### config.mk
export PLATFORM = sky130hd
export DESIGN_NAME = f12te_queue
export DESIGN_NICKNAME = d
export VERILOG_FILES = /design/src/design/f12te_pkg.sv /design/src/design/f12te_queue.sv
export SDC_FILE = /design/constraint.sdc
export NUM_CORES = 1
export LEC_CHECK = 0
export ABC_AREA = 1
export BUFFER_PORTS_ARGS = -buffer_cell sky130_fd_sc_hd__buf_2
export CAP_MARGIN = 20
export CORE_UTILIZATION = 50
export CTS_CLUSTER_SIZE = 30
export DETAILED_ROUTE_END_ITERATION = 12
export PLACE_DENSITY = 0.77
export SLEW_MARGIN = 10
export SYNTH_ARGS = -nofsm -noshare
export SYNTH_HDL_FRONTEND = slang
export SYNTH_SLANG_ARGS = --single-unit
### constraint.sdc
create_clock -name clock -period 5.4 [get_ports clock]
set_clock_uncertainty 0.15 [all_clocks]
set_input_delay 0.54 -clock clock [delete_from_list [all_inputs] [get_ports clock]]
set_output_delay 0.54 -clock clock [all_outputs]
set_load 0.01 [all_outputs]
### src/design/f12te_pkg.sv
// Shared types and constants of the FAT12 allocation table engine.
package f12te_pkg;

   localparam int OFFSET_W  = 14;
   localparam int CLUSTER_W = 13;

   localparam logic [11:0] ENTRY_MASK = 12'hFFF;
   localparam logic [7:0]  LOW_NIB    = 8'h0F;
   localparam logic [7:0]  HIGH_NIB   = 8'hF0;

   localparam logic [2:0] OP_READ_ENTRY  = 3'd0;
   localparam logic [2:0] OP_WRITE_ENTRY = 3'd1;
   localparam logic [2:0] OP_LINK_CHAIN  = 3'd2;
   localparam logic [2:0] OP_WRITE_BYTE  = 3'd3;
   localparam logic [2:0] OP_READ_BYTE   = 3'd4;

   localparam logic CSR_TABLE_LENGTH = 1'b0;
   localparam logic CSR_END_OF_CHAIN = 1'b1;

   typedef struct packed {
      logic [2:0]  opcode;
      logic [11:0] cluster_number;
      logic [11:0] entry_value;
      logic [11:0] chain_length;
      logic [10:0] byte_address;
      logic [7:0]  byte_in;
   } req_type;

   typedef struct packed {
      logic [11:0] entry_out;
      logic [7:0]  byte_out;
      logic        in_range;
   } rsp_type;

   typedef enum logic [2:0] {
      CMD_NONE        = 3'd0,
      CMD_READ_ENTRY  = 3'd1,
      CMD_WRITE_ENTRY = 3'd2,
      CMD_LINK_CHAIN  = 3'd3,
      CMD_WRITE_BYTE  = 3'd4,
      CMD_READ_BYTE   = 3'd5
   } cmd_kind_type;

   typedef struct packed {
      cmd_kind_type kind;
      logic [11:0]  cluster;
      logic [11:0]  value;
      logic [11:0]  length;
      logic [10:0]  byte_address;
      logic [7:0]   byte_in;
      logic         byte_ok;
   } cmd_type;

   typedef struct packed {
      logic [11:0] end_of_chain;
      logic [12:0] eff_length;
   } cfg_type;

endpackage

### src/design/f12te_queue.sv
// Two-entry command queue between the front stage and the back unit.
module f12te_queue (
   input  logic               clock,
   input  logic               reset,
   input  logic               push_valid,
   output logic               push_ready,
   input  f12te_pkg::cmd_type push_cmd,
   output logic               pop_valid,
   input  logic               pop_ready,
   output f12te_pkg::cmd_type pop_cmd
);

   f12te_pkg::cmd_type slot_ff [2];
   logic               head_ff, head_in;
   logic [1:0]         count_ff, count_in;
   logic               tail;
   logic               do_push, do_pop;

   assign push_ready = count_ff != 2'd2;
   assign pop_valid  = count_ff != 2'd0;
   assign pop_cmd    = slot_ff[head_ff];
   assign tail       = head_ff ^ count_ff[0];
   assign do_push    = push_valid && push_ready;
   assign do_pop     = pop_valid && pop_ready;

   always_comb begin
      head_in  = do_pop ? !head_ff : head_ff;
      count_in = count_ff;
      if (do_push && !do_pop) begin
         count_in = count_ff + 2'd1;
      end else if (do_pop && !do_push) begin
         count_in = count_ff - 2'd1;
      end
   end

   always_ff @(posedge clock) begin
      if (reset) begin
         head_ff  <= 1'b0;
         count_ff <= 2'd0;
      end else begin
         head_ff  <= head_in;
         count_ff <= count_in;
      end
      if (do_push) begin
         slot_ff[tail] <= push_cmd;
      end
   end

endmodule

# [Yosys cells after proc, flatten, opt, wreduce, memory -nomap -nowiden]
# Memory sizes are Yosys's and may differ from the RTL's. A register that Yosys moved wholly into a read port is not among the register bits.
# Cells that the tools add are included.
[totals] regBits=3 ram_bits=118 inputBits=63 mem_count=1
[op_classes] add_sub_neg=2 n_eq_ne=1 mux=6 n_bitwise=1 n_reduce_logical=9
[memory_table] name="slot_ff" depth=2 word_bits=59 read_ports=1 rd_ports_with_merged_regs=1 write_ports=1 line_no="f12te_queue.sv:13" source="f12te_pkg::cmd_type slot_ff [2];"
[ops] cell="$logic_and 1x1->1" count=4
[ops] cell="$mux 1" count=4
[ops] cell="$mux 2" count=2
[ops] cell="$reduce_bool 2->1" count=2
[ops] cell="$logic_not 1->1" count=3
[ops] cell="$add 2x1->2 const B" count=1
[ops] cell="$ne 2x2->1 const B" count=1
[ops] cell="$sub 2x1->2 const B" count=1
[ops] cell="$xor 1x1->1" count=1

# [Logic depth before layout (Yosys ltp)]
# Gate-level depths: netlist of run 1.
[logic_depth] depth_word=6 mapped_depth=11 mapped_depth_nobuf=11

# [Least setup slack after synthesis of run 1]
# No wires, ideal clock.
[synth_path] path_kind="register -> register" start="register count_ff[0]" end="memory slot_ff[0][0] in the netlist's numbering (enable)" setup_ps=476 t_arrival_ps=3112 t_required_ps=4774 slack_ps=1662 stages_incl_launch_ff=5 synth_period_minus_slack_ps=3738 path_cell_list="dfxtp_1 inv_1 nand2_1 nand2_1 nor2_1"
[synth_via] elab_chain_cells=4 elab_cells_between_ends=5 cone_classes="eq/ne (1); mux (2); bitwise (1); reduce/logical (1)"
[synth_rtl] element="start, declared" line_no="f12te_queue.sv:15" source="logic [1:0] count_ff, count_in;"
[synth_rtl] element="start signal, assigned" line_no="f12te_queue.sv:42" source="count_ff <= count_in;"
[synth_rtl] element="$ne 2x2->1" line_no="f12te_queue.sv:19" source="assign push_ready = count_ff != 2'd2;"
[synth_rtl] element="via push_ready" line_no="f12te_queue.sv:6" source="output logic push_ready,"
[synth_rtl] element="$logic_and 1x1->1" line_no="f12te_queue.sv:23" source="assign do_push = push_valid && push_ready;"
[synth_rtl] element="$mux 1" line_no="f12te_queue.sv:44" source="if (do_push) begin"
[synth_rtl] element="$mux 1 (implied by the code)" line_no="f12te_queue.sv:45" source="slot_ff[tail] <= push_cmd;"
[synth_rtl] element="end, declared" line_no="f12te_queue.sv:13"
# The timed path passes the listed nets, and every way through them passes these cells.

==> out/qor.csv, run 1 <==
metric,value,unit
Max Cap Viol,0,
Pleak,2.271,nW
IO buf count,123,
Initial Utilization,51.79,%
vias after detailed routing,2350,
Hold Fails Final Rpt,0,
Total GRT Usage,16.52,%
largest net degree at the start of global routing,40,
buffer levels on the longest clock path,2,
wire length of the first global-routing pass,11.47,mm
Yosys reg bits,122,
flop2flop setup slack,2.98,ns
register area share after synthesis,80.22,%
Hold Crit Endpoint,slot_ff[1][3],
"Distinct cells, synth",17,
post-cts repair resize count,0,
class of the worst hold path,primary input to flop,
Commonest cells post-synth,"edfxtp_1, mux2_2, mux2_4",
Sw Pwr,878.3,uW
CP max stage delay,0.92,ns
H-tree lvl count,4,
"Avg Cell Area, Syn",20.81,sq um
post-synth top area share,78.45,%
crit path cell chain,"buf_4, mux2_2, buf_2",
Num CTS Buffers,17,
Reg power frac,43.5,%
Int Pwr,2.435,mW
PwrDens,567.2,nW/um^2
Sink Count,122,
kind of critical path,flop to output pin,
Reg area,3625,sq um
vias in the first global route,2435,
RD Place Congestion,0.6801,
area occupied by multi-input gates,818.3,sq um
Final Max Slew Viols,0,
DRC,0,
FF-to-FF path depth,6,
setup bufs post-CTS,0,
RR Startpoint,count_ff[0],
Post-synth EDFFs,118,
DR WL/cell,15.74,um
setup TNS,0,ns
maximum vdd drop,0.3009,mV
Worst Path Required,4.71,ns
GR Overflow Total,0,
synthesized area,4517,sq um
clk slew on worst S/H paths,0.06,ns
most frequent cell after synthesis,edfxtp_1,
final WL,7.508,mm
overall power,3.313,mW
Clock Power Share,33.6,%
Root Buffer Master,clkbuf_8,
ys async rst share,0,%
Nets,419,
critical path endpoint category,output pin,
Worst-Skew Late Latency,0.49,ns
io pins,124,
slew margin rel.,39.16,%
Comb power frac,22.9,%
CTS tree,yes,
Worst path top cell family by delay,flip-flops,
Synth Net Count,281,
HPWL Detailed,4.889,mm
CP Launch Type,flop,
status,completed,
Worst path slowest cell,dfxtp_2,
fmax,0.3226,GHz
period utilization,57.41,%
fill count,613,
via/cell ratio,4.927,
die area,9418,sq um
Least-Margin Pin Slew,0.9126,ns
endpoints failing setup,0,
stages on the worst setup path,3,
Sw Share,26.51,%
initial antenna violation count,1,
ys flop type,edfxtp_1,
count of TritonRoute iterations in the first routing pass,4,
Synth area leaders,"edfxtp_1, mux2_2, mux2_4",
Area growth syn-to-layout,29.34,%
worst hold path depth,1,
RSZ-0062 raised after global routing,no,
crit path DAT,2.41,ns
Post-CTS Hold Buffers,0,
endpoint of the worst register-to-register path,slot_ff[1][46],
Core ar.,8721,sq um
ANT nets after route,0,
Die Wd,97.05,um
Die Span Y,97.05,um
initial DRC count,123,
Min-Delay Startpoint,push_cmd[3],
YS warnings,0,
layout cells sized above 1,59.24,%
post-synth top area cell,edfxtp_1,
FP Rows,34,
CP bufs+invs,2,
Crit Path Max Fanout,39,
Final min period,3.100,ns
Post-Synthesis Cells,217,
power by group through the flow:
stage | Sequential, mW | Clock, mW | Combinational (mW)
3_5_place_dp | 1.46 | 0 | 0.773
5_1_grt | 1.47 | 1.18 | 0.821
2_1_floorplan | 1.42 | 0 | 0.524
6_report | 1.44 | 1.11 | 0.758
4_1_cts | 1.44 | 1.14 | 0.775
3_3_place_gp | 1.44 | 0 | 0.762
per-stage QoR:
stage / hold WS [ns] / std cells / instance area, sq um / setup WS, ns / util (%)
6_report: 0.07846 / 477 / 5842 / 2.300 / 66.99
5_1_grt: 0.04378 / 476 / 5839 / 2.155 / 66.96
4_1_cts: 0.05028 / 476 / 5839 / 2.222 / 66.96
3_5_place_dp: 0.4069 / 444 / 5243 / 2.750 / 60.11
3_3_place_gp: 0.3832 / 444 / 5243 / 2.768 / 60.11
2_1_floorplan: 0.3587 / 217 / 4517 / 1.662 / -
logic make-up after synthesis:
family	after synthesis	synth area share [%]
flip-flops	122	80.22
multiplexers	59	15.54
buffers and inverters	14	1.856
AO/OA/AOI/OAI	3	0.3323
XOR/XNOR	1	0.1939
adder cells (fa/ha/maj)	1	0.2770
AND/OR/NAND/NOR	17	1.579
sequential cells by signal (all words and copies together) (netlist names), named ones only:
name	cells
count_ff	2
head_ff	1
slot_ff	118
metal layers:
layer,global-route usage (%),up-vias,share of wire [%]
met1,18.62,1131,40
li1,-,1120,-
met5,0,-,0
met3,7.731,7,7.0
met4,5.626,0,0.87
met2,27.63,92,52
cell usage in the layout, fill, tap and decap left out:
master | synthesis | final
a21oi_1 | 2 | 2
and2_2 | 0 | 1
buf_2 | 4 | 123
buf_4 | 0 | 3
bufinv_16 | 0 | 4
clkbuf_1 | 0 | 1
clkbuf_16 | 0 | 16
clkbuf_8 | 0 | 1
clkinv_1 | 0 | 1
clkinv_2 | 0 | 6
clkinv_4 | 0 | 2
clkinvlp_4 | 0 | 1
dfxtp_1 | 4 | 3
dfxtp_2 | 0 | 1
diode_2 | 0 | 1
edfxtp_1 | 118 | 118
ha_1 | 1 | 1
inv_1 | 7 | 7
mux2_2 | 49 | 49
mux2_4 | 10 | 10
nand2_1 | 9 | 9
nand3_1 | 2 | 2
nand4_1 | 1 | 1
nor2_1 | 4 | 3
nor2_4 | 0 | 1
o21ai_0 | 1 | 1
xor2_1 | 1 | 1
layout make-up:
class	instances	area share, %
inverter	7	0.4498
clock inverter	14	3.063
antenna	1	0.04284
tap	108	2.313
clock buffer	18	7.154
timing repair buffer	126	10.92
sequential	122	62.05
multi-input combinational	81	14.01
how the worst max path moves through the flow:
stage	startpoint	endpoint	slack (ns)
2_1_floorplan	count_ff[0]	slot_ff[0][0]	1.66
3_3_place_gp	flop	pop_cmd[32]	2.77
3_5_place_dp	flop	pop_cmd[33]	2.75
4_1_cts	flop	pop_cmd[33]	2.22
5_1_grt	flop	pop_cmd[27]	2.15
6_report	flop	pop_cmd[28]	2.30
(Power assumes the default switching activity.)
==> run 2, diff against run 1 <==
CORE_UTILIZATION = 47   (was 50)
PLACE_DENSITY = 0.76   (was 0.77)
clock period = 2.5 ns   (was 5.4 ns; I/O delays follow)
==> run 2 against run 1 <==
Core utilization rose by 3.0 points; critical path depth unchanged; worst setup slack worse by 2.0 ns; sequential cell count unchanged; global-route usage grew 1.5 points; via count is 11% higher; first-iteration DRC count down 23%; critical endpoint is now pop_cmd[51]; largest power group unchanged.
==> out/qor.csv, run 2 (same netlist as run 1, synthesis figures left out) <==
metric,value,unit
Die Wd,100.0,um
RD Place Congestion,0.6951,
crit path DAT,1.78,ns
Nets,483,
diode count,0,
die area,10010,sq um
period utilization,87.01,%
fmax,0.4597,GHz
Final min period,2.175,ns
Core ar.,9284,sq um
wire length of the first global-routing pass,13.32,mm
largest net degree at the start of global routing,34,
flop2flop setup slack,0.67,ns
maximum vdd drop,0.8594,mV
initial DRC count,95,
IO buf count,123,
final WL,8.662,mm
Comb power frac,25.1,%
Initial Utilization,48.65,%
DR WL/cell,15.47,um
most frequent cells in the layout,"buf_2, edfxtp_1, dlygate4sd3_1, mux2_2, clkbuf_16",
CTS tree,yes,
Max Cap Viol,0,
"most common cell after layout, fill and taps aside",buf_2,
post-cts repair resize count,0,
Pleak,2.526,nW
clk slew on worst S/H paths,0.05,ns
H-tree lvl count,4,
Crit Path Max Fanout,33,
slew margin rel.,68.79,%
CP max stage delay,0.40,ns
count of TritonRoute iterations in the first routing pass,4,
Reg power frac,41.7,%
GR Overflow Total,0,
Die Span Y,100.0,um
Post-CTS Hold Buffers,61,
Sw Pwr,1.964,mW
Worst path slowest cell,buf_4,
Sink Count,122,
initial antenna violation count,0,
setup TNS,0,ns
critical path endpoint category,output pin,
setup bufs post-CTS,0,
Sw Share,26.89,%
max reg flops,118,
layout cells sized above 1,51.04,%
io pins,124,
vias after detailed routing,2617,
Hold Fails Final Rpt,0,
Top Registers,"slot_ff: 118 flops, count_ff: 2 flops, head_ff: 1 flops",
"Cell Area, Placed",5291,sq um
post-route cell area,6497,sq um
Worst Path Required,2.10,ns
crit path cell chain,"buf_4, mux2_2, buf_2",
Area growth syn-to-layout,43.85,%
ANT nets after route,0,
Total GRT Usage,18.04,%
CP Launch Type,flop,
HPWL Detailed,4.929,mm
RSZ-0062 raised after global routing,no,
via/cell ratio,4.673,
Worst path top cell family by delay,buffers and inverters,
CP bufs+invs,2,
Int Pwr,5.339,mW
endpoints failing setup,0,
status,completed,
Root Buffer Master,clkbuf_8,
Least-Margin Pin Slew,0.4681,ns
FP Rows,35,
buffer levels on the longest clock path,2,
Clock Power Share,33.2,%
DRC,0,
PwrDens,1124,nW/um^2
kind of critical path,flop to output pin,
vias in the first global route,2821,
Worst-Skew Late Latency,0.49,ns
largest reg by FF count,slot_ff,
Final Max Slew Viols,0,
class of the worst hold path,primary input to flop,
Num CTS Buffers,17,
-- run 2: changes by cell type in the layout (fill, tap and decap cells not counted), sizes merged --
| cell | before | now |
|---|---|---|
| clkinvlp | 1 | 4 |
| dlygate4sd3 | 0 | 61 |
| diode | 1 | 0 |
| clkinv | 9 | 5 |
| buf | 126 | 129 |
-- run 2: layer usage --
metal  vias up  routed length, um  global-route usage (%)
met5         -                  0                       0
met4         0                 69                   6.689
met3        10                437                   5.641
met2        91               4568                   32.57
met1      1273               3586                   20.02
li1       1243                  -                       -
-- run 2: stage by stage --
| step | power (mW) | setup WS (ns) | hold WS (ns) | utilization [%] | instances |
|---|---|---|---|---|---|
| after floorplan | 4.189 | 0.3797 | 0.1989 | - | 217 |
| after global placement | 4.790 | 0.7998 | 0.2875 | 56.99 | 468 |
| after detailed placement | 4.862 | 0.6901 | 0.2912 | 56.99 | 468 |
| after CTS | 7.384 | 0.2776 | 0.1238 | 69.99 | 560 |
| after global routing | 7.640 | 0.2365 | 0.1750 | 69.99 | 560 |
| final | 7.303 | 0.3246 | 0.1561 | 69.99 | 560 |
-- run 2: final timing paths --
| path | end | cells after the start | start |
|---|---|---|---|
| max | pop_cmd[51] | 3 | flop |
| min | count_ff[0] | 5 | push_valid |
| min reg2reg | head_ff | 2 | head_ff |
| max reg2reg | slot_ff[1][43] | 6 | count_ff[0] |
-- run 2: final cells by class --
cell class	count	area [sq um]
clock buffers	18	417.9
clock inverters	13	177.7
fillers	636	2786
inverters	7	26.28
multi-input cells	81	818.3
flip-flops and latches	122	3625
well taps	129	161.4
repair buffers	190	1271
-- run 2: power groups by stage --
| stage | clock network (mW) | logic, mW | registers [mW] |
|---|---|---|---|
| after detailed placement | 0 | 1.78 | 3.08 |
| after CTS | 2.48 | 1.86 | 3.04 |
| after global routing | 2.57 | 1.98 | 3.09 |
| after global placement | 0 | 1.75 | 3.04 |
| after floorplan | 0 | 1.15 | 3.04 |
| final | 2.43 | 1.84 | 3.04 |
-- run 2: worst reg2reg max path: stages (launching register included) --
cell     delay, ns
dfxtp_1       0.36
inv_1         0.12
nand2_1       0.10
nand2_1       0.10
inv_1         0.09
and2_2        0.15
buf_4         0.37
