[src/design/f12te_pkg.sv]
// Shared types and constants of the FAT12 allocation table engine.
package f12te_pkg;

   localparam int OFFSET_W  = 14;
   localparam int CLUSTER_W = 13;

   localparam logic [11:0] ENTRY_MASK = 12'hFFF;
   localparam logic [7:0]  LOW_NIB    = 8'h0F;
   localparam logic [7:0]  HIGH_NIB   = 8'hF0;

   localparam logic [2:0] OP_READ_ENTRY  = 3'd0;
   localparam logic [2:0] OP_WRITE_ENTRY = 3'd1;
   localparam logic [2:0] OP_LINK_CHAIN  = 3'd2;
   localparam logic [2:0] OP_WRITE_BYTE  = 3'd3;
   localparam logic [2:0] OP_READ_BYTE   = 3'd4;

   localparam logic CSR_TABLE_LENGTH = 1'b0;
   localparam logic CSR_END_OF_CHAIN = 1'b1;

   typedef struct packed {
      logic [2:0]  opcode;
      logic [11:0] cluster_number;
      logic [11:0] entry_value;
      logic [11:0] chain_length;
      logic [10:0] byte_address;
      logic [7:0]  byte_in;
   } req_type;

   typedef struct packed {
      logic [11:0] entry_out;
      logic [7:0]  byte_out;
      logic        in_range;
   } rsp_type;

   typedef enum logic [2:0] {
      CMD_NONE        = 3'd0,
      CMD_READ_ENTRY  = 3'd1,
      CMD_WRITE_ENTRY = 3'd2,
      CMD_LINK_CHAIN  = 3'd3,
      CMD_WRITE_BYTE  = 3'd4,
      CMD_READ_BYTE   = 3'd5
   } cmd_kind_type;

   typedef struct packed {
      cmd_kind_type kind;
      logic [11:0]  cluster;
      logic [11:0]  value;
      logic [11:0]  length;
      logic [10:0]  byte_address;
      logic [7:0]   byte_in;
      logic         byte_ok;
   } cmd_type;

   typedef struct packed {
      logic [11:0] end_of_chain;
      logic [12:0] eff_length;
   } cfg_type;

endpackage

[src/design/f12te_front.sv]
// Front stage: accepts request words, decodes the opcode and checks raw byte addresses.
module f12te_front #(
   parameter int TABLE_DEPTH = 2048
) (
   input  logic                clock,
   input  logic                reset,
   input  logic                req_valid,
   output logic                req_stall,
   input  f12te_pkg::req_type  req_data,
   output logic                push_valid,
   input  logic                push_ready,
   output f12te_pkg::cmd_type  push_cmd
);

   logic               hold_valid_ff, hold_valid_in;
   f12te_pkg::cmd_type hold_cmd_ff, hold_cmd_in;
   f12te_pkg::cmd_type decoded;
   logic               accept;

   assign req_stall = hold_valid_ff && !push_ready;
   assign accept    = req_valid && !req_stall;

   always_comb begin
      decoded.cluster      = req_data.cluster_number;
      decoded.value        = req_data.entry_value;
      decoded.length       = req_data.chain_length;
      decoded.byte_address = req_data.byte_address;
      decoded.byte_in      = req_data.byte_in;
      decoded.byte_ok      = 32'(req_data.byte_address) < TABLE_DEPTH;
      case (req_data.opcode)
         f12te_pkg::OP_READ_ENTRY: begin
            decoded.kind = f12te_pkg::CMD_READ_ENTRY;
         end
         f12te_pkg::OP_WRITE_ENTRY: begin
            decoded.kind = f12te_pkg::CMD_WRITE_ENTRY;
         end
         f12te_pkg::OP_LINK_CHAIN: begin
            decoded.kind = f12te_pkg::CMD_LINK_CHAIN;
         end
         f12te_pkg::OP_WRITE_BYTE: begin
            decoded.kind = f12te_pkg::CMD_WRITE_BYTE;
         end
         f12te_pkg::OP_READ_BYTE: begin
            decoded.kind = f12te_pkg::CMD_READ_BYTE;
         end
         default: begin
            decoded.kind = f12te_pkg::CMD_NONE;
         end
      endcase
   end

   always_comb begin
      hold_valid_in = hold_valid_ff && !push_ready;
      hold_cmd_in   = hold_cmd_ff;
      if (accept) begin
         hold_valid_in = 1'b1;
         hold_cmd_in   = decoded;
      end
   end

   always_ff @(posedge clock) begin
      if (reset) begin
         hold_valid_ff <= 1'b0;
      end else begin
         hold_valid_ff <= hold_valid_in;
      end
      hold_cmd_ff <= hold_cmd_in;
   end

   assign push_valid = hold_valid_ff;
   assign push_cmd   = hold_cmd_ff;

endmodule

[config.mk]
export PLATFORM = sky130hd
export DESIGN_NAME = f12te_front
export DESIGN_NICKNAME = d
export VERILOG_FILES = /design/src/design/f12te_pkg.sv /design/src/design/f12te_front.sv
export SDC_FILE = /design/constraint.sdc
export NUM_CORES = 1
export LEC_CHECK = 0
export BUFFER_PORTS_ARGS = -buffer_cell sky130_fd_sc_hd__buf_2
export CORE_MARGIN = 3
export CORE_UTILIZATION = 42
export CTS_BUF_LIST = sky130_fd_sc_hd__clkbuf_8
export DETAILED_ROUTE_END_ITERATION = 16
export PLACE_DENSITY = 0.88
export SKIP_CTS_REPAIR_TIMING = 1
export SLEW_MARGIN = 20
export SYNTH_ARGS = -nofsm -noshare
export SYNTH_HDL_FRONTEND = slang
export SYNTH_SLANG_ARGS = --single-unit
[constraint.sdc]
create_clock -name clock -period 5.35 [get_ports clock]
set_input_delay 1.07 -clock clock [delete_from_list [all_inputs] [get_ports clock]]
set_output_delay 1.07 -clock clock [all_outputs]
set_load 0.03 [all_outputs]
After elaboration in Yosys (flattened, before gate mapping)
Index checks and enable logic that the tools add are counted.
{ "op_classes": {"n_mux": 2, "eq_ne": 4, "n_reduce_logical": 5} }
{ "ops": {"columns": ["cell", "n"], "rows": [
  ["case mux 3 bit (5 select lines)", 1],
  ["== test 3 x 2 -> 1 bit (second input constant)", 2],
  ["== test 3 x 1 -> 1 bit (second input constant)", 1],
  ["== test 3 bit (second input constant)", 1],
  ["logical NOT 3 bit", 1],
  ["logical AND 1 bit", 2],
  ["logical NOT 1 bit", 2],
  ["2-to-1 mux 1 bit", 1]
]} }
{ "totals": {"output_inout_bits": 61, "reg_bits": 59, "inputBits": 62, "elab_cells": 18} }

Logic depth before layout (Yosys ltp)
Gate-level depths: netlist (run 1).
{ "logic_depth": {"depth_word": 5, "mapped_depth": 2, "mapped_depth_nobuf": 2} }

Least setup slack after synthesis (run 1)
No wires, ideal clock.
{ "synth_path": {"path_type": "input port to flip-flop", "start": "in push_ready", "end": "reg hold_cmd_ff (netlist bit push_cmd[10]) (enable)", "slack_ns": 1.136, "setup_ns": 0.481, "path_stages": 2, "arrival_ns": 3.733, "n_path_buf": 0, "required_ns": 4.869, "path_cell_list": "nor2b_4 > nor2b_1"} }
{ "synth_between": {"elab_chain_cells": 4} }
{ "synth_lines": {"columns": ["element", "line_no", "source"], "rows": [
  ["start: declaration", "f12te_front.sv:11", "input logic push_ready,"],
  ["logical NOT 1 bit", "f12te_front.sv:20", "assign req_stall = hold_valid_ff && !push_ready;"],
  ["logical AND 1 bit", "f12te_front.sv:20", null],
  ["logical NOT 1 bit", "f12te_front.sv:21", "assign accept = req_valid && !req_stall;"],
  ["logical AND 1 bit", "f12te_front.sv:21", null],
  ["named net accept", "f12te_front.sv:18", "logic accept;"],
  ["end signal: assignment", "f12te_front.sv:67", "hold_cmd_ff <= hold_cmd_in;"],
  ["end: declaration", "f12te_front.sv:16", "f12te_pkg::cmd_type hold_cmd_ff, hold_cmd_in;"]
]} }
The timed path passes the listed nets, and every way through them passes these cells.
A chain may end at the register's enable or synchronous reset.

Worst setup path in the final report (run 1)
{ "layout_path": {"start": "in push_ready", "end": "out req_stall"} }
{ "layout_between": {"elab_chain_cells": 2} }
{ "layout_lines": {"columns": ["element", "line_no", "source"], "rows": [
  ["logical NOT 1 bit", "f12te_front.sv:20", null],
  ["logical AND 1 bit", "f12te_front.sv:20", null],
  ["end: declaration", "f12te_front.sv:8", "output logic req_stall,"]
]} }
Every way passes these cells.

==> impl_metrics.py, run 1 <==
metrics = {
    "pwr": {
        "power.total_w": 0.00102,
        "comb_power_share_pct": 11.7,
        "powerDensity_nw_per_um2": 380,
        "ir_worst_vdd_uv": 239,
        "seq_power_share_pct": 53.6,
        "p_sw_w": 0.000238,
        "leakage_nw": 1.18,
        "p_sw_share_pct": 23.4,
        "clkPwrFrac_pct": 34.7,
        "intPower_w": 0.000782,
    },
    "drt": {
        "via_per_inst": 4.43,
        "avgRoutedWirePerCell_um": 14.8,
        "drc_errors": 0,
        "wl_mm": 3.77,
        "dr.pass1.iters": 5,
        "route.vias.total": 1129,
        "antenna_left": 0,
        "drt_iter0_markers": 51,
    },
    "synthesis": {
        "synth_area_leader_cell": "edfxtp_1",
        "synth.most_common_cell": "edfxtp_1",
        "synthFlopType": "edfxtp_1",
        "avgSynthCellArea_um2": 26.2,
        "seq_area_frac_synth_pct": 95.9,
        "synth_edf_count": 58,
        "async_flop_share_pct": 0,
        "synth-seq-cells": 59,
        "yosys_warnings": 0,
        "syn-cell-area_um2": 1840,
        "yosysUniqueCellTypes": 13,
        "netlist.area_leader.share_pct": 94.8,
        "synth_fp_nets": 132,
        "synth_area_leaders": "edfxtp_1 95%, dfxtp_1 1.1%, nor2b_4 0.75%",
        "netlist_instances": 70,
    },
    "clocking": {
        "htree_levels": 3,
        "clk_pin_slew_worst_paths_ps": 60,
        "cts.sinks": 59,
        "cts_tree": "yes",
        "clockBufferDepth": 2,
        "root_buffer": "clkbuf_8",
        "cts_buffers": 9,
        "clock_latency_ps": 320,
    },
    "floorplanning": {
        "rows": 23,
        "start_util_pct": 44.6,
        "dieArea_um2": 5200,
        "ios": 123,
        "core-area_um2": 4120,
        "die_x_um": 72.1,
        "die_y_um": 72.1,
    },
    "sta": {
        "finalHoldViolations": 0,
        "period_share_pct": 48.7,
        "worstMarginPinSlew_ps": 702,
        "drv_slew": 0,
        "fmax_ghz": 0.384,
        "skew_ps": 2.41,
        "worst_slack_ps": 2740,
        "tns_ps": 0,
        "fin_crit_ps": 2610,
        "finalSetupViolations": 0,
        "slew_headroom_pct": 53.2,
        "rsz0062_at_grt": "false",
    },
    "placed_design": {
        "portBuffers": 121,
        "place_inst": 241,
        "place_ws_ps": 2740,
        "gp_congestion": 0.667,
        "dpl_cell_area_um2": 2510,
    },
    "worst_setup_path": {
        "worstPathRequired_ps": 4280,
        "worst_r2r_path_depth": 3,
        "rrSetupSlack_ps": 3860,
        "crit_chain": "buf_2 -> nor2b_4 -> buf_2",
        "crit_top_cell": "buf_2",
        "path_buf_inv": 2,
        "worstSetupEndpointType": "primary output",
        "slowest_stage": "buf_2",
        "slowest_delay_ps": 210,
        "critical_path_class": "in2out",
        "r2r-start": "push_valid",
        "worst_setup_path_start_kind": "input port",
        "arrival_ps": 1540,
        "r2r-end": "push_cmd[51]",
        "crit_path_max_fanout": 3,
        "crit_cells": 3,
        "cp_top_family": "buffers and inverters",
    },
    "global_route": {
        "grt_pass1_vias": 1205,
        "grt_pass1_wl_mm": 5.60,
        "grt_antenna_before_repair": 0,
        "grt_max_degree": 59,
        "overflow": 0,
        "grt_use_total_pct": 15.2,
    },
    "min_path": {
        "min_from": "push_valid",
        "hold_path_end": "push_valid",
        "hp-class": "reg2reg",
        "whs_path_depth": 2,
    },
    "layout": {
        "layout.cells.non_filler": 255,
        "area_growth_pct": 46.1,
        "drive_gt1_share_pct": 66.8,
        "antennaDiodeCount": 0,
        "num-nets-final": 264,
        "final_cell_area_um2": 2680,
        "n_fill_cell": 315,
    },
    "status": {
        "status": "complete, no violations",
    },
    "run": {
        "cap_violations": 0,
    },
}
[registers in the layout, summed over array words and instances (netlist names)]
name        flops
push_cmd       58
push_valid      1
[worst max-delay path by stage]
stage / startpoint / end / slack, ps
finish: push_ready / req_stall / 2740
global route: push_ready / req_stall / 2720
CTS: push_ready / req_stall / 2740
detailed placement: push_ready / req_stall / 2740
global placement: push_ready / req_stall / 2750
floorplan: push_ready / push_cmd[10] / 1140
[per-stage QoR]
step | utilization (%) | hold WS (ps)
after floorplan | - | 827
after global placement | 61.1 | 632
after detailed placement | 61.1 | 661
after CTS | 65.2 | 672
after global routing | 65.2 | 694
final | 65.2 | 664
[placed cells by master, fill, tap and decap left out]
master	instances
buf_2	121
nor2_1	1
inv_1	1
a21oi_1	1
xnor2_1	1
clkinv_1	1
bufinv_16	1
o22ai_1	1
buf_4	1
nand2_1	1
o21ba_2	1
conb_1	1
edfxtp_1	58
clkinv_2	2
dfxtp_1	1
nand2b_1	1
nor2b_4	2
clkbuf_8	9
[final cells by class]
| type | count | area [um2] | area share (%) |
|---|---|---|---|
| sequential | 59 | 1760 | 65.6 |
| clock buffer | 9 | 124 | 4.62 |
| tap | 50 | 62.6 | 2.33 |
| multi-input combinational | 10 | 75.1 | 2.80 |
| timing repair buffer | 122 | 613 | 22.8 |
| clock inverter | 5 | 47.5 | 1.77 |
[routing by layer]
metal	share of wire (%)	track usage [%]	vias up
met4	1.4	10.0	0
li1	-	-	538
met2	48	23.9	79
met3	13	7.48	6
met5	0	0	-
met1	37	16.1	506
[worst register-to-register path: cells and delay by family (launching register included)]
kind / cells / cell delay [ps]
buf+inv: 1 / 550
flops: 1 / 310
simple gates: 2 / 220
[power groups by stage]
stage / sequential (W) / clock [W] / combinational [W]
detailed placement: 0.000557 / 0 / 0.000120
global placement: 0.000555 / 0 / 0.000117
CTS: 0.000547 / 0.000366 / 0.000121
floorplan: 0.000614 / 0 / 0.0000135
global route: 0.000549 / 0.000388 / 0.000127
finish: 0.000547 / 0.000354 / 0.000119
[cell families after synthesis]
| kind of cell | Yosys count | share of synthesized area [%] |
|---|---|---|
| flops | 59 | 95.9 |
| simple gates | 5 | 1.84 |
| other cells | 1 | 0.204 |
| buf+inv | 1 | 0.409 |
| xor+xnor | 1 | 0.477 |
| compound gates | 3 | 1.16 |
Note: power is estimated with default switching activity, not from simulation.
==> run 2, diff against run 1 <==
- CORE_UTILIZATION: 42 -> 38
- PLACE_DENSITY: 0.88 -> 0.84
- clock period: 5.35 -> 2.1 ns (I/O delays scaled with it)
==> run 2 against run 1 <==
- register-to-register slack worse by 3000 ps
- sequential share of layout area rose by 0.25 points
- critical endpoint unchanged
- global-route usage is 2.5 points lower
- first-iteration DRC count shrank 33%
==> impl_metrics.py, run 2 (synthesized netlist as in run 1, its figures left out) <==
metrics = {
    "status": {
        "status": "complete, no violations",
    },
    "floorplanning": {
        "ios": 123,
        "dieArea_um2": 5700,
        "die_y_um": 75.5,
        "die_x_um": 75.5,
        "rows": 24,
        "start_util_pct": 40.8,
        "core-area_um2": 4500,
    },
    "placed_design": {
        "gp_congestion": 0.615,
        "portBuffers": 121,
        "place_ws_ps": 724,
    },
    "drt": {
        "drc_errors": 0,
        "antenna_left": 0,
        "via_per_inst": 4.40,
        "avgRoutedWirePerCell_um": 13.9,
        "route.vias.total": 1143,
        "dr.pass1.iters": 3,
        "drt_iter0_markers": 34,
        "wl_mm": 3.62,
    },
    "pwr": {
        "p_sw_share_pct": 24.4,
        "leakage_nw": 1.18,
        "intPower_w": 0.00187,
        "power.total_w": 0.00247,
        "seq_power_share_pct": 56.3,
        "comb_power_share_pct": 12.3,
        "powerDensity_nw_per_um2": 925,
        "p_sw_w": 0.000603,
        "ir_worst_vdd_uv": 478,
        "clkPwrFrac_pct": 31.4,
    },
    "worst_setup_path": {
        "slowest_stage": "dfxtp_1",
        "slowest_delay_ps": 320,
        "worst_setup_path_start_kind": "flop",
        "worstSetupEndpointType": "primary output",
        "crit_chain": "nor2b_4 -> buf_2",
        "worstPathRequired_ps": 1680,
        "crit_path_max_fanout": 3,
        "critical_path_class": "reg2out",
        "path_buf_inv": 1,
        "arrival_ps": 1020,
        "cp_top_family": "flip-flops",
    },
    "run": {
        "cap_violations": 0,
    },
    "layout": {
        "layout_commonest_cell": "buf_2",
        "area_growth_pct": 45.6,
        "num-nets-final": 265,
        "drive_gt1_share_pct": 65.4,
        "layout_common_cells": "121 x buf_2, 58 x edfxtp_1, 9 x clkbuf_8, 4 x clkinv_1",
        "antennaDiodeCount": 0,
        "largest_reg_flops": 58,
        "n_fill_cell": 357,
    },
    "min_path": {
        "hp-class": "in2reg",
    },
    "sta": {
        "worst_slack_ps": 656,
        "finalHoldViolations": 0,
        "rsz0062_at_grt": "false",
        "fin_crit_ps": 1440,
        "finalSetupViolations": 0,
        "drv_slew": 0,
        "skew_ps": 3.62,
        "period_share_pct": 68.8,
        "fmax_ghz": 0.692,
        "tns_ps": 0,
    },
    "global_route": {
        "overflow": 0,
        "grt_antenna_before_repair": 0,
        "grt_pass1_wl_mm": 4.91,
        "grt_pass1_vias": 1074,
        "grt_use_total_pct": 12.7,
        "grt_max_degree": 30,
    },
    "clocking": {
        "root_buffer": "clkbuf_8",
        "cts.sinks": 59,
        "clockBufferDepth": 2,
        "clk_pin_slew_worst_paths_ps": 60,
        "clock_latency_ps": 310,
        "cts_buffers": 9,
        "cts_tree": "yes",
        "htree_levels": 3,
    },
}
==> run 2: worst paths after layout <==
kind,startpoint,to,slack (ps),cells after the start
max,push_valid,req_stall,660,2
min,req_data[17],push_cmd[18],280,1
max reg2reg,push_valid,push_cmd[42],880,3
min reg2reg,push_valid,push_valid,660,2
==> run 2: power by group through the flow <==
| stage | sequential (W) | combinational (W) | clock (W) |
|---|---|---|---|
| floorplan | 0.00156 | 0.0000361 | 0 |
| global placement | 0.00141 | 0.000304 | 0 |
| detailed placement | 0.00142 | 0.000309 | 0 |
| CTS | 0.00139 | 0.000309 | 0.000817 |
| global route | 0.00140 | 0.000325 | 0.000860 |
| finish | 0.00139 | 0.000305 | 0.000777 |
==> run 2: metal layers <==
metal  vias to the layer above  share of wire, %  track usage, %
li1                        541                 -               -
met1                       519                39            14.5
met2                        77                49            19.0
met3                         6                11            5.41
met4                         0               1.3            9.32
met5                         -                 0               0
==> run 2: layout make-up <==
type	count	area (um2)	area share, %
clock inverters	7	27.5	1.03
repair buffers	123	621	23.2
multi-input cells	10	75.1	2.81
well taps	52	65.1	2.43
flip-flops and latches	59	1760	65.9
clock buffers	9	124	4.63
==> run 2: metrics by stage <==
stage          cells  cell area [um2]  util, %  hold WS, ps
6_report         260             2670     59.4          277
5_1_grt          260             2670     59.4          252
4_1_cts          260             2670     59.4          251
3_5_place_dp     244             2520     56.0          598
3_3_place_gp     244             2520     56.0          596
2_1_floorplan     70             1840        -          519
